--- src/hdl/tla_pkg.sv ---
`timescale 1ns / 1ps
// ----------------------------------------------------------------------------
// tla_pkg
// shared types, constants and codes of the one-row tile layout block
// ----------------------------------------------------------------------------
package tla_pkg;

  localparam int MAX_WINDOWS_DEF = 16;

  localparam int PRIO_W  = 8;
  localparam int DIM_W   = 13;
  localparam int TAG_W   = 8;
  localparam int RATIO_W = 16;
  localparam int SCALE_W = 24;
  localparam int CFG_W   = 16;
  localparam int CFG_IDX_W = 2;

  localparam logic [SCALE_W-1:0] SCALE_MAX = {SCALE_W{1'b1}};

  // shared divider widths
  localparam int DIV_NW = 32;
  localparam int DIV_DW = 14;

  localparam logic [DIM_W-1:0]   CANVAS_WIDTH_RST  = 13'd1920;
  localparam logic [DIM_W-1:0]   CANVAS_HEIGHT_RST = 13'd1080;
  localparam logic [RATIO_W-1:0] RATIO_RST         = 16'd32768;

  typedef enum logic [CFG_IDX_W-1:0] {
    REG_CANVAS_WIDTH  = 2'd0,
    REG_CANVAS_HEIGHT = 2'd1,
    REG_RATIO_FEW     = 2'd2,
    REG_RATIO_MULTI   = 2'd3
  } cfg_reg_t;

  typedef struct packed {
    logic [PRIO_W-1:0] prio;
    logic [DIM_W-1:0]  w;
    logic [DIM_W-1:0]  h;
    logic [TAG_W-1:0]  tag;
  } entry_t;

  typedef enum logic [4:0] {
    S_IDLE, S_SCAN_CLR, S_SCAN, S_SCAN_TAIL, S_FETCH, S_LATCH, S_DECIDE,
    S_MUL1, S_MUL2, S_MW_START, S_MW_WAIT, S_RW_START, S_RW_WAIT,
    S_SLOT_MAIN, S_SLOT_ONE, S_SLOT_CHILD, S_F_PROD, S_F_SEL, S_F_MUL,
    S_DW_START, S_DW_WAIT, S_DH_START, S_DH_WAIT, S_SC_START, S_SC_WAIT,
    S_F_FIN, S_EMIT, S_EMIT_FAIL
  } state_t;

  typedef enum logic [4:0] {
    OP_NONE, OP_SCAN_CLR, OP_SCAN_STEP, OP_FETCH, OP_LATCH,
    OP_MUL1, OP_MUL2, OP_MW_START, OP_MW_CAP, OP_RW_START, OP_RW_CAP,
    OP_SLOT_MAIN, OP_SLOT_ONE, OP_SLOT_CHILD, OP_F_PROD, OP_F_SEL, OP_F_MUL,
    OP_DW_START, OP_DW_CAP, OP_DH_START, OP_DH_CAP, OP_SC_START, OP_SC_CAP,
    OP_F_FIN, OP_EMIT, OP_EMIT_FAIL
  } op_t;

  typedef struct packed {
    op_t  op;
    logic load;
    logic begin_layout;
  } cmd_t;

  typedef struct packed {
    logic scan_last;
    logic div_done;
    logic k_zero;
    logic prio_bad;
    logic single;
    logic fit_ok;
    logic last_item;
  } sts_t;

endpackage

--- src/hdl/tla_ctrl.sv ---
`timescale 1ns / 1ps
// ----------------------------------------------------------------------------
// tla_ctrl
// layout sequencer: load, sort scan, main width, per-slot fit and emit
// ----------------------------------------------------------------------------
module tla_ctrl (
  input  logic          clk,
  input  logic          rst,
  input  logic          start,
  input  logic          last_window,
  input  tla_pkg::sts_t sts,
  output tla_pkg::cmd_t cmd,
  output logic          busy
);

  tla_pkg::state_t state, state_next;

  always_ff @(posedge clk) begin
    if (rst) begin
      state <= tla_pkg::S_IDLE;
    end else begin
      state <= state_next;
    end
  end

  always_comb begin
    state_next       = state;
    cmd.op           = tla_pkg::OP_NONE;
    cmd.load         = 1'b0;
    cmd.begin_layout = 1'b0;
    busy             = 1'b1;
    case (state)
      tla_pkg::S_IDLE: begin
        busy     = 1'b0;
        cmd.load = start;
        if (start && last_window) begin
          cmd.begin_layout = 1'b1;
          state_next       = tla_pkg::S_SCAN_CLR;
        end
      end
      tla_pkg::S_SCAN_CLR: begin
        cmd.op     = tla_pkg::OP_SCAN_CLR;
        state_next = tla_pkg::S_SCAN;
      end
      tla_pkg::S_SCAN: begin
        cmd.op = tla_pkg::OP_SCAN_STEP;
        if (sts.scan_last) state_next = tla_pkg::S_SCAN_TAIL;
      end
      tla_pkg::S_SCAN_TAIL: state_next = tla_pkg::S_FETCH;
      tla_pkg::S_FETCH: begin
        cmd.op     = tla_pkg::OP_FETCH;
        state_next = tla_pkg::S_LATCH;
      end
      tla_pkg::S_LATCH: begin
        cmd.op     = tla_pkg::OP_LATCH;
        state_next = tla_pkg::S_DECIDE;
      end
      tla_pkg::S_DECIDE: begin
        if (!sts.k_zero)       state_next = tla_pkg::S_SLOT_CHILD;
        else if (sts.prio_bad) state_next = tla_pkg::S_EMIT_FAIL;
        else if (sts.single)   state_next = tla_pkg::S_SLOT_ONE;
        else                   state_next = tla_pkg::S_MUL1;
      end
      tla_pkg::S_MUL1: begin
        cmd.op     = tla_pkg::OP_MUL1;
        state_next = tla_pkg::S_MUL2;
      end
      tla_pkg::S_MUL2: begin
        cmd.op     = tla_pkg::OP_MUL2;
        state_next = tla_pkg::S_MW_START;
      end
      tla_pkg::S_MW_START: begin
        cmd.op     = tla_pkg::OP_MW_START;
        state_next = tla_pkg::S_MW_WAIT;
      end
      tla_pkg::S_MW_WAIT: begin
        cmd.op = tla_pkg::OP_MW_CAP;
        if (sts.div_done) state_next = tla_pkg::S_RW_START;
      end
      tla_pkg::S_RW_START: begin
        cmd.op     = tla_pkg::OP_RW_START;
        state_next = tla_pkg::S_RW_WAIT;
      end
      tla_pkg::S_RW_WAIT: begin
        cmd.op = tla_pkg::OP_RW_CAP;
        if (sts.div_done) state_next = tla_pkg::S_SLOT_MAIN;
      end
      tla_pkg::S_SLOT_MAIN: begin
        cmd.op     = tla_pkg::OP_SLOT_MAIN;
        state_next = tla_pkg::S_F_PROD;
      end
      tla_pkg::S_SLOT_ONE: begin
        cmd.op     = tla_pkg::OP_SLOT_ONE;
        state_next = tla_pkg::S_F_PROD;
      end
      tla_pkg::S_SLOT_CHILD: begin
        cmd.op     = tla_pkg::OP_SLOT_CHILD;
        state_next = tla_pkg::S_F_PROD;
      end
      tla_pkg::S_F_PROD: begin
        cmd.op     = tla_pkg::OP_F_PROD;
        state_next = tla_pkg::S_F_SEL;
      end
      tla_pkg::S_F_SEL: begin
        cmd.op     = tla_pkg::OP_F_SEL;
        state_next = sts.fit_ok ? tla_pkg::S_F_MUL : tla_pkg::S_EMIT;
      end
      tla_pkg::S_F_MUL: begin
        cmd.op     = tla_pkg::OP_F_MUL;
        state_next = tla_pkg::S_DW_START;
      end
      tla_pkg::S_DW_START: begin
        cmd.op     = tla_pkg::OP_DW_START;
        state_next = tla_pkg::S_DW_WAIT;
      end
      tla_pkg::S_DW_WAIT: begin
        cmd.op = tla_pkg::OP_DW_CAP;
        if (sts.div_done) state_next = tla_pkg::S_DH_START;
      end
      tla_pkg::S_DH_START: begin
        cmd.op     = tla_pkg::OP_DH_START;
        state_next = tla_pkg::S_DH_WAIT;
      end
      tla_pkg::S_DH_WAIT: begin
        cmd.op = tla_pkg::OP_DH_CAP;
        if (sts.div_done) state_next = tla_pkg::S_SC_START;
      end
      tla_pkg::S_SC_START: begin
        cmd.op     = tla_pkg::OP_SC_START;
        state_next = tla_pkg::S_SC_WAIT;
      end
      tla_pkg::S_SC_WAIT: begin
        cmd.op = tla_pkg::OP_SC_CAP;
        if (sts.div_done) state_next = tla_pkg::S_F_FIN;
      end
      tla_pkg::S_F_FIN: begin
        cmd.op     = tla_pkg::OP_F_FIN;
        state_next = tla_pkg::S_EMIT;
      end
      tla_pkg::S_EMIT: begin
        cmd.op     = tla_pkg::OP_EMIT;
        state_next = sts.last_item ? tla_pkg::S_IDLE : tla_pkg::S_SCAN_CLR;
      end
      tla_pkg::S_EMIT_FAIL: begin
        cmd.op     = tla_pkg::OP_EMIT_FAIL;
        state_next = tla_pkg::S_IDLE;
      end
      default: state_next = tla_pkg::S_IDLE;
    endcase
  end

endmodule

--- config.mk ---
export PLATFORM = sky130hd
export DESIGN_NAME = tla_ctrl
export DESIGN_NICKNAME = d
export VERILOG_FILES = /design/src/hdl/tla_pkg.sv /design/src/hdl/tla_ctrl.sv
export SDC_FILE = /design/constraint.sdc
export NUM_CORES = 1
export LEC_CHECK = 0
export BUFFER_PORTS_ARGS = -buffer_cell sky130_fd_sc_hd__buf_4
export CAP_MARGIN = 20
export CORE_MARGIN = 1
export CORE_UTILIZATION = 35
export DETAILED_ROUTE_END_ITERATION = 16
export GPL_ROUTABILITY_DRIVEN = 1
export PLACE_DENSITY = 0.58
export SLEW_MARGIN = 20
export SYNTH_ARGS = -nofsm -noshare
export SYNTH_HDL_FRONTEND = slang
export SYNTH_SLANG_ARGS = --single-unit
--- constraint.sdc ---
create_clock -name clk -period 2.4 [get_ports clk]
set_input_delay 0.6 -clock clk [delete_from_list [all_inputs] [get_ports clk]]
set_output_delay 0.6 -clock clk [all_outputs]
set_load 0.05 [all_outputs]
# Yosys cells after proc, flatten, opt, wreduce, memory -nomap -nowiden
# Index checks and enable logic that the tools add are counted.
[op_classes] mux=17 n_eq_ne=34 n_reduce_logical=4
[op_table] operator="one-hot mux 5 bit (25 select lines)" count=2
[op_table] operator="== test 5 bit, second input constant" count=12
[op_table] operator="2-to-1 mux 5 bit" count=9
[op_table] operator="== test 5 x 4 -> 1 bit, second input constant" count=8
[op_table] operator="== test 5 x 3 -> 1 bit, second input constant" count=4
[op_table] operator="inequality test 2 bit, second input constant" count=7
[op_table] operator="== test 5 x 2 -> 1 bit, second input constant" count=2
[op_table] operator="2-to-1 mux 4 bit" count=2
[op_table] operator="AND reduction 7 bit" count=1
[op_table] operator="== test 5 x 1 -> 1 bit, second input constant" count=1
[op_table] operator="logical NOT 5 bit" count=1
[op_table] operator="2-to-1 mux 1 bit" count=3
[op_table] operator="OR reduction 3 bit" count=1
[op_table] operator="2-to-1 mux 2 bit" count=1
[op_table] operator="logical AND 1 bit" count=1
[totals] ff_bits=5 word_cells=56 out_inout_bits=8 input_bits=11

# Logic depth before layout (Yosys ltp)
# Gate-level depths: netlist of run 1.
[depth] ltp_word=4 depth_mapped=7

# Worst setup path after synthesis of run 1
# Ideal clock, no wire load.
[synth_path] path_type="register to output" start="register state[4]" end="output cmd[0] (netlist bit)" stages_incl_launch_ff=5 required_ns=1.800 path_slack_ns=0.043 path_buffers=1 arrival_ns=1.757 cell_sequence="dfxtp_1 buf_6 nor3_2 nand2_1 nor2_1"
[synth_lines] item="from (decl)" line_no="tla_ctrl.sv:16" text="tla_pkg::state_t state, state_next;"
[synth_lines] item="from (signal assigned)" line_no="tla_ctrl.sv:20" text="state <= tla_pkg::S_IDLE;"
[synth_lines] item="from (signal assigned)" line_no="tla_ctrl.sv:22" text="state <= state_next;"
[synth_lines] item="to (decl)" line_no="tla_ctrl.sv:12" text="output tla_pkg::cmd_t cmd,"

==> flow_metrics.tcl, run 1 <==
set metrics [dict create \
    status "completed" \
    drt_wl_total_um 1744 \
    fin_crit_sh_pct 94.24 \
    rows 15 \
    cts_buffer_depth 2 \
    gr-usage-met2_pct 25.83 \
    slowest_stage "dfxtp_1" \
    htreeDepth 1 \
    synth_top_cell_by_area "dfxtp_1" \
    p_leak_nw 0.3462 \
    cts.sinks 5 \
    portBuffers 18 \
    synth_area_per_cell_sq_um 7.494 \
    hold_class "register to register" \
    critPathTopFamily "flip-flops" \
    nets 123 \
    synth.area.top_cells "dfxtp_1 (14%), buf_6 (8.1%), nand2_1 (5.4%), a21oi_1 (5.0%), o21ai_1 (4.3%)" \
    crit_chain "nand2_1, o211ai_1, o21ai_1, buf_4" \
    start_util_pct 38.68 \
    die_w_um 46.62 \
    ys_types 46 \
    synthesis.instances 93 \
    synth_top_area_share_pct 14.36 \
    coreArea_sq_um 1802 \
    drive_gt1_share_pct 34.23 \
    grt_pass1_vias 611 \
    grt.total_usage_pct 17.44 \
    diodes 0 \
    drt-initial-drc-count 18 \
    drc 0 \
    hold_viol 0 \
    ctsHoldBuffers 0 \
    critical_path_class "register to output pin" \
    post_cts_buffers 0 \
    cap_viol_max_count 0 \
    ios 19 \
    whs_ns 0.5521 \
    max_freq_mhz 442.1 \
    ys_seq_elements 5 \
    async_flop_share_pct 0 \
    grt_pass1_wl_um 2725 \
    regArea_sq_um 101.3 \
    hpwl_um 1249 \
    grt-busiest-layer "met2" \
    path_buf_inv 1 \
    synth_fp_nets 104 \
    viasPerCell 5.404 \
    dp.cells 132 \
    cts_buffers 3 \
    largest_reg_flops 5 \
    layout_min_cycle_time_ns 2.262 \
    setup.worst_path.end_class "output pin" \
    syn_area_sq_um 696.9 \
    path_max_fanout 17 \
    rsz0062_at_grt "no" \
    clock_latency_ns 0.24 \
    slew_headroom_pct 58.21 \
    die_area_sq_um 2173 \
    regMostFlops "state" \
    synth_edf_count 0 \
    drtAntennaViolNets 0 \
    setup-violations-final 0 \
    dr.pass1.iters 4 \
    cp-start-kind "register" \
    power_density_nw_per_um2 538.5 \
    skew_ns 0.005208 \
    wire_per_inst_um 12.82 \
    worst_ep_arrival_time_ns 1.66 \
    drv_slew 0 \
    antenna_found_initial 0 \
    use_met3_pct 5.098 \
    path_clk_slew_ns 0.05 \
    synth-seq-area-share_pct 14.36 \
    tightest_slew_ns 0.6260 \
    num-fill-cells 202 \
    crit_required_ns 1.80 \
    synthFlopType "dfxtp_1" \
    grt_max_degree 24 \
    grt-ovfl-total 0 \
    irDropWorstVdd_mv 0.3686 \
    met1_usage_pct 24.36 \
    ys.warnings.count 0 \
    cts_tree "done" \
    largestRegisters "state x5" \
    fin_cells 136 \
    multiInputGateArea_sq_um 483.0 \
    setup-tns-final_ns 0 \
    via_count 735 \
    die_y_um 46.62 \
    place.gp.congestion 0.8128 \
    syn2layout_area_growth_pct 20.11 \
    cts_root_buffer "clkbuf_4" \
    critPathMaxStageDelay_ns 0.71 \
]
## cell type report
class	count	share of cell area, %
flip-flops and latches	5	12.11
clock buffers	4	3.139
inverters	4	1.794
repair buffers	24	21.52
well taps	25	3.737
multi-input cells	74	57.70
## routing by layer
layer | vias up | wire [um]
li1 | 377 | -
met1 | 330 | 812
met2 | 24 | 807
met3 | 4 | 93
met4 | 0 | 31
met5 | - | 0
## stage by stage
stage                     setup WS, ns  utilization, %  area [sq um]  power (W)
after floorplan                0.04317               -         696.9  0.0002909
after global placement          0.3422           44.93         809.5  0.0003511
after detailed placement        0.3171           44.93         809.5  0.0003525
after CTS                      0.04891           46.39         835.8  0.0004528
after global routing           0.01385           46.46         837.1  0.0004798
final                           0.1382           46.46         837.1  0.0004508
## worst min-delay path: cells and delay by family, from the launching register on
family          cells  cell delay, ns
flops               1            0.34
simple gates        1            0.09
compound gates      1            0.08
## path summary, 6_finish.rpt
| check | cells past startpoint | startpoint | to | slack (ns) |
|---|---|---|---|---|
| min reg2reg | 2 | state[0] | state[3] | 0.55 |
| max | 4 | state[4] | cmd[2] | 0.14 |
| min | 2 | state[0] | state[3] | 0.55 |
| max reg2reg | 5 | state[4] | state[0] | 0.66 |
## cell families (layout without fill, tap and decap cells)
logic type | Yosys count | in the layout | share of synthesized area [%]
XOR/XNOR | 2 | 2 | 2.514
AO/OA/AOI/OAI | 34 | 34 | 35.91
flip-flops | 5 | 5 | 14.36
buffers and inverters | 14 | 32 | 16.34
AND/OR/NAND/NOR | 38 | 38 | 30.88
## placed cells by master, fill, tap and decap left out, types with 2 or more instances in the layout
| master | count |
|---|---|
| buf_4 | 24 |
| nand2_1 | 10 |
| nor2_1 | 8 |
| a21oi_1 | 7 |
| o21ai_1 | 6 |
| dfxtp_1 | 4 |
| nor2b_1 | 3 |
| clkbuf_4 | 3 |
| inv_1 | 2 |
| inv_2 | 2 |
| nor3_1 | 2 |
| xor2_1 | 2 |
| o21ai_0 | 2 |
| o31ai_1 | 2 |
| nand3b_1 | 2 |
| and3b_1 | 2 |
| nand4_1 | 2 |
## cell usage after synthesis, types with 2 or more instances
cell	number
buf_4	2
o31ai_1	2
nor3_1	2
inv_1	2
buf_6	5
nand4_1	2
inv_2	2
xor2_1	2
and3b_1	2
o21ai_1	6
nor2b_1	3
nand2_1	10
o21ai_0	2
nor2_1	8
dfxtp_1	5
nand3b_1	2
a21oi_1	7
## where the power goes
part / switching (W) / leakage (nW) / total, W / internal, W
registers: 0.0000199 / 0.0412 / 0.000110 / 0.0000905
clock network: 0.0000354 / 0.0150 / 0.0000983 / 0.0000629
logic: 0.000149 / 0.290 / 0.000242 / 0.0000928
total: 0.000205 / 0.346 / 0.000451 / 0.000246
## what timing repair did
action / in CTS / in global routing
endpoints found under the hold margin: 0 / 0
gates resized for setup: 0 / 1
endpoints found under the setup margin: 0 / 4
No activity file was read; power rests on OpenSTA's default activity.
==> inputs of run 2 (changes only) <==
--- a/config.mk
+++ b/config.mk
@@ -7,6 +7,7 @@
 export LEC_CHECK = 0
 export BUFFER_PORTS_ARGS = -buffer_cell sky130_fd_sc_hd__buf_4
 export CAP_MARGIN = 20
+export CORE_ASPECT_RATIO = 1.2
 export CORE_MARGIN = 1
 export CORE_UTILIZATION = 35
 export DETAILED_ROUTE_END_ITERATION = 16
==> run 2 against run 1 <==
Combinational power about the same. Maximum frequency up 2.5%. Critical endpoint is now cmd[4]. Sequential cell count stayed put. Cell count is 4.4% lower. First-iteration DRC count shrank 44%. Core utilization shrank 1.6 points.
==> flow_metrics.tcl, run 2 (synthesis results as in run 1) <==
set metrics [dict create \
    drt-initial-drc-count 10 \
    grt_max_degree 24 \
    grt.total_usage_pct 17.76 \
    worst_ep_arrival_time_ns 1.61 \
    drtAntennaViolNets 0 \
    rows 17 \
    max_freq_mhz 453.3 \
    slew_headroom_pct 69.88 \
    drv_slew 0 \
    hold_viol 0 \
    dp_slack_ns 0.3016 \
    num-fill-cells 199 \
    cts_buffers 3 \
    cts.sinks 5 \
    layout_min_cycle_time_ns 2.206 \
    hpwl_um 1285 \
    skew_ns 0.003917 \
    setup-violations-final 0 \
    cts_resized 0 \
    path_clk_slew_ns 0.04 \
    syn2layout_area_growth_pct 19.03 \
    viasPerCell 5.615 \
    wire_per_inst_um 13.08 \
    path_max_fanout 9 \
    layout_common_cells "buf_4 (24), nand2_1 (10), nor2_1 (8), a21oi_1 (7), o21ai_1 (6)" \
    critical_path_class "register to output pin" \
    multiInputGateArea_sq_um 483.0 \
    place.gp.congestion 0.7620 \
    fin_crit_sh_pct 91.93 \
    start_util_pct 37.66 \
    mostFrequentLayoutCell "buf_4" \
    dr.pass1.iters 4 \
    status "completed" \
    cp-start-kind "register" \
    antenna_found_initial 0 \
    coreArea_sq_um 1851 \
    ios 19 \
    htreeDepth 1 \
    nets 123 \
    via_count 730 \
    drive_gt1_share_pct 34.23 \
    irDropWorstVdd_mv 0.3431 \
    tightest_slew_ns 0.4512 \
    regMostFlops "state" \
    die_w_um 42.74 \
    crit_required_ns 1.80 \
    cts_buffer_depth 2 \
    cts_tree "done" \
    die_y_um 50.88 \
    drt_wl_total_um 1700 \
    cap_viol_max_count 0 \
    die_area_sq_um 2174 \
    setup-tns-final_ns 0 \
    p_leak_nw 0.3463 \
    hold_class "input pin to register" \
    portBuffers 18 \
    rsz0062_at_grt "no" \
    diodes 0 \
    largest_reg_flops 5 \
    grt_pass1_vias 707 \
    regArea_sq_um 101.3 \
    post_cts_buffers 0 \
    cts_root_buffer "clkbuf_4" \
    power_density_nw_per_um2 541.0 \
    setup_ws_ns 0.1938 \
    largestRegisters "state x5" \
    setup.worst_path.end_class "output pin" \
    drc 0 \
    grt-ovfl-total 0 \
    grt_pass1_wl_um 3022 \
    ctsHoldBuffers 0 \
    clock_latency_ns 0.24 \
]
## run 2: cell counts in the layout (fill, tap and decap cells not counted)
No cell type changed its count.
## run 2: metal layers
| metal | vias to the layer above | global-route usage, % | routed length [um] |
|---|---|---|---|
| met3 | 2 | 4.594 | 68 |
| met4 | 0 | 3.646 | 21 |
| met1 | 334 | 21.43 | 782 |
| met2 | 18 | 31.31 | 827 |
| met5 | - | 0 | 0 |
| li1 | 376 | - | - |
## run 2: cell type report
type                    instances  area share [%]
flip-flops and latches          5           12.22
repair buffers                 24           21.72
inverters                       4           1.810
well taps                      19           2.866
clock buffers                   4           3.167
multi-input cells              74           58.22
## run 2: critical path, cell delays in order, from the launching register on
cell and delay, ns:
dfxtp_1 0.51, buf_4 0.23, xor2_1 0.15, a22oi_1 0.08, o21ai_1 0.17, buf_4 0.22
## run 2: final timing paths
check | startpoint | end | slack [ns] | depth (start not counted)
worst max register to register | state[2] | state[0] | 0.73 | 5
worst max-delay path | state[4] | cmd[4] | 0.19 | 5
worst min-delay path | rst | state[3] | 0.57 | 2
worst min register to register | state[0] | state[1] | 0.63 | 2
## run 2: report_power, final
group | switching, W | internal (W) | total [W] | leakage (nW)
combinational | 0.000148 | 0.0000917 | 0.000240 | 0.290
clock | 0.0000346 | 0.0000629 | 0.0000975 | 0.0150
sequential | 0.0000213 | 0.0000905 | 0.000112 | 0.0412
## run 2: through the flow
stage	cells	util (%)	power (W)	area, sq um	hold WS (ns)
global route	130	44.83	0.0004889	829.5	0.5562
global placement	126	43.34	0.0003515	802.0	0.6115
detailed placement	126	43.34	0.0003529	802.0	0.6090
CTS	130	44.76	0.0004560	828.3	0.5671
finish	130	44.83	0.0004488	829.5	0.5736
floorplan	93	-	0.0002909	696.9	0.6037
==> inputs of run 3 (changes only) <==
--- a/config.mk
+++ b/config.mk
@@ -7,12 +7,14 @@
 export LEC_CHECK = 0
 export BUFFER_PORTS_ARGS = -buffer_cell sky130_fd_sc_hd__buf_4
 export CAP_MARGIN = 20
+export CELL_PAD_IN_SITES_DETAIL_PLACEMENT = 1
+export CELL_PAD_IN_SITES_GLOBAL_PLACEMENT = 1
 export CORE_ASPECT_RATIO = 1.2
 export CORE_MARGIN = 1
 export CORE_UTILIZATION = 35
 export DETAILED_ROUTE_END_ITERATION = 16
 export GPL_ROUTABILITY_DRIVEN = 1
-export PLACE_DENSITY = 0.58
+export PLACE_DENSITY = 0.76
 export SLEW_MARGIN = 20
 export SYNTH_ARGS = -nofsm -noshare
 export SYNTH_HDL_FRONTEND = slang
==> run 3 against run 2 <==
Worst setup slack got worse by 0.051 ns. Via count rose by 6.6%. Die area did not move. Critical path depth decreased by 1. Clock power decreased by 1%. Register-to-register slack worse by 0.10 ns. Sequential power about the same.
==> flow_metrics.tcl, run 3 (synthesis results as in run 1) <==
set metrics [dict create \
    cap_viol_max_count 0 \
    layout_min_cycle_time_ns 2.258 \
    regArea_sq_um 101.3 \
    seq_power_share_pct 25.0 \
    ctsHoldBuffers 0 \
    setup.worst_path.end_class "output pin" \
    clock_latency_ns 0.24 \
    combPwrFrac_pct 53.8 \
    switchingPower_w 0.0002104 \
    grt_pass1_wl_um 3615 \
    p_leak_nw 0.3517 \
    dr.pass1.iters 4 \
    power.total_w 0.0004557 \
    rows 17 \
    wire_per_inst_um 15.67 \
    drc 0 \
    cts_buffer_depth 2 \
    cts_tree "done" \
    grt_max_degree 21 \
    nets 124 \
    num-fill-cells 258 \
    cts.sinks 5 \
    largest_reg_flops 5 \
    path_clk_slew_ns 0.04 \
    die_y_um 50.88 \
    skew_ns 0.0003436 \
    max_freq_mhz 443.0 \
    power.internal_w 0.0002453 \
    drt-initial-drc-count 7 \
    critical_path_class "register to output pin" \
    irDropWorstVdd_mv 0.2273 \
    hold_viol 0 \
    fin_crit_sh_pct 94.07 \
    rsz0062_at_grt "no" \
    drtAntennaViolNets 0 \
    via_count 778 \
    htreeDepth 1 \
    syn2layout_area_growth_pct 20.11 \
    cp-start-kind "register" \
    hold_class "input pin to register" \
    cts_buffers 3 \
    layout_common_cells "buf_4 (25), nand2_1 (10), nor2_1 (8), a21oi_1 (7), o21ai_1 (6)" \
    coreArea_sq_um 1851 \
    placed_cell_area_sq_um 809.5 \
    tightest_slew_ns 0.6224 \
    grt_pass1_vias 784 \
    regMostFlops "state" \
    slew_headroom_pct 58.45 \
    post_cts_buffers 0 \
    setup-violations-final 0 \
    drt_wl_total_um 2053 \
    grt.total_usage_pct 21.46 \
    drv_slew 0 \
    worst_ep_arrival_time_ns 1.66 \
    diodes 0 \
    mostFrequentLayoutCell "buf_4" \
    cts_resized 0 \
    setup-tns-final_ns 0 \
    fin_area_sq_um 837.1 \
    power_density_nw_per_um2 544.4 \
    viasPerCell 5.939 \
    path_max_fanout 16 \
    largestRegisters "state x5" \
    place.gp.congestion 0.8057 \
    ios 19 \
    clkPwrFrac_pct 21.1 \
    die_w_um 42.74 \
    swShare_pct 46.17 \
    grt-ovfl-total 0 \
    multiInputGateArea_sq_um 483.0 \
    antenna_found_initial 0 \
    die_area_sq_um 2174 \
    status "completed" \
    drive_gt1_share_pct 34.82 \
    cts_root_buffer "clkbuf_4" \
    start_util_pct 37.66 \
    crit_required_ns 1.80 \
    hpwl_um 1605 \
    portBuffers 18 \
]
## run 3: cell count changes in the layout (fill, tap and decap cells not counted)
cell and change:
buf_4 +1
## run 3: final cells by class
cell class,instances,share of cell area [%]
inverters,4,1.794
clock buffers,4,3.139
multi-input cells,74,57.70
well taps,19,2.840
flip-flops and latches,5,12.11
repair buffers,25,22.42
## run 3: final timing paths
kind / from / end / slack [ns] / cells after the start
setup / recovery: state[2] / cmd[2] / 0.14 / 4
hold / removal: rst / state[2] / 0.58 / 2
setup reg to reg: state[2] / state[0] / 0.63 / 5
hold reg to reg: state[0] / state[1] / 0.66 / 2
## run 3: power by group through the flow
stage	Combinational [W]	Sequential, W	Clock (W)
5_1_grt	0.000264	0.000117	0.000107
3_3_place_gp	0.000240	0.000114	0
2_1_floorplan	0.000195	0.0000964	0
4_1_cts	0.000246	0.000113	0.000100
3_5_place_dp	0.000246	0.000115	0
6_report	0.000245	0.000114	0.0000964
## run 3: routing by layer
layer | routed length (um) | global-route usage [%] | vias to the layer above
met5 | 0 | 0 | -
li1 | - | - | 380
met3 | 63 | 1.413 | 4
met1 | 845 | 26.72 | 373
met2 | 1101 | 38.38 | 21
met4 | 42 | 7.292 | 0
## run 3: critical path, cell delays in order, from the launching register on
cell and delay (ns):
dfxtp_1 0.71, nor2b_1 0.27, a21oi_1 0.09, o21ai_1 0.13
buf_4 0.21
## run 3: per-stage QoR
step                      setup WS, ns  std cells  hold slack, ns  utilization, %
final                           0.1424        131          0.5796           45.23
after detailed placement        0.3406        127          0.6434           43.75
after global placement          0.4118        127          0.6032           43.75
after global routing           0.03675        131          0.5791           45.23
after CTS                      0.06879        131          0.5725           45.17
after floorplan                0.04317         93          0.6037               -
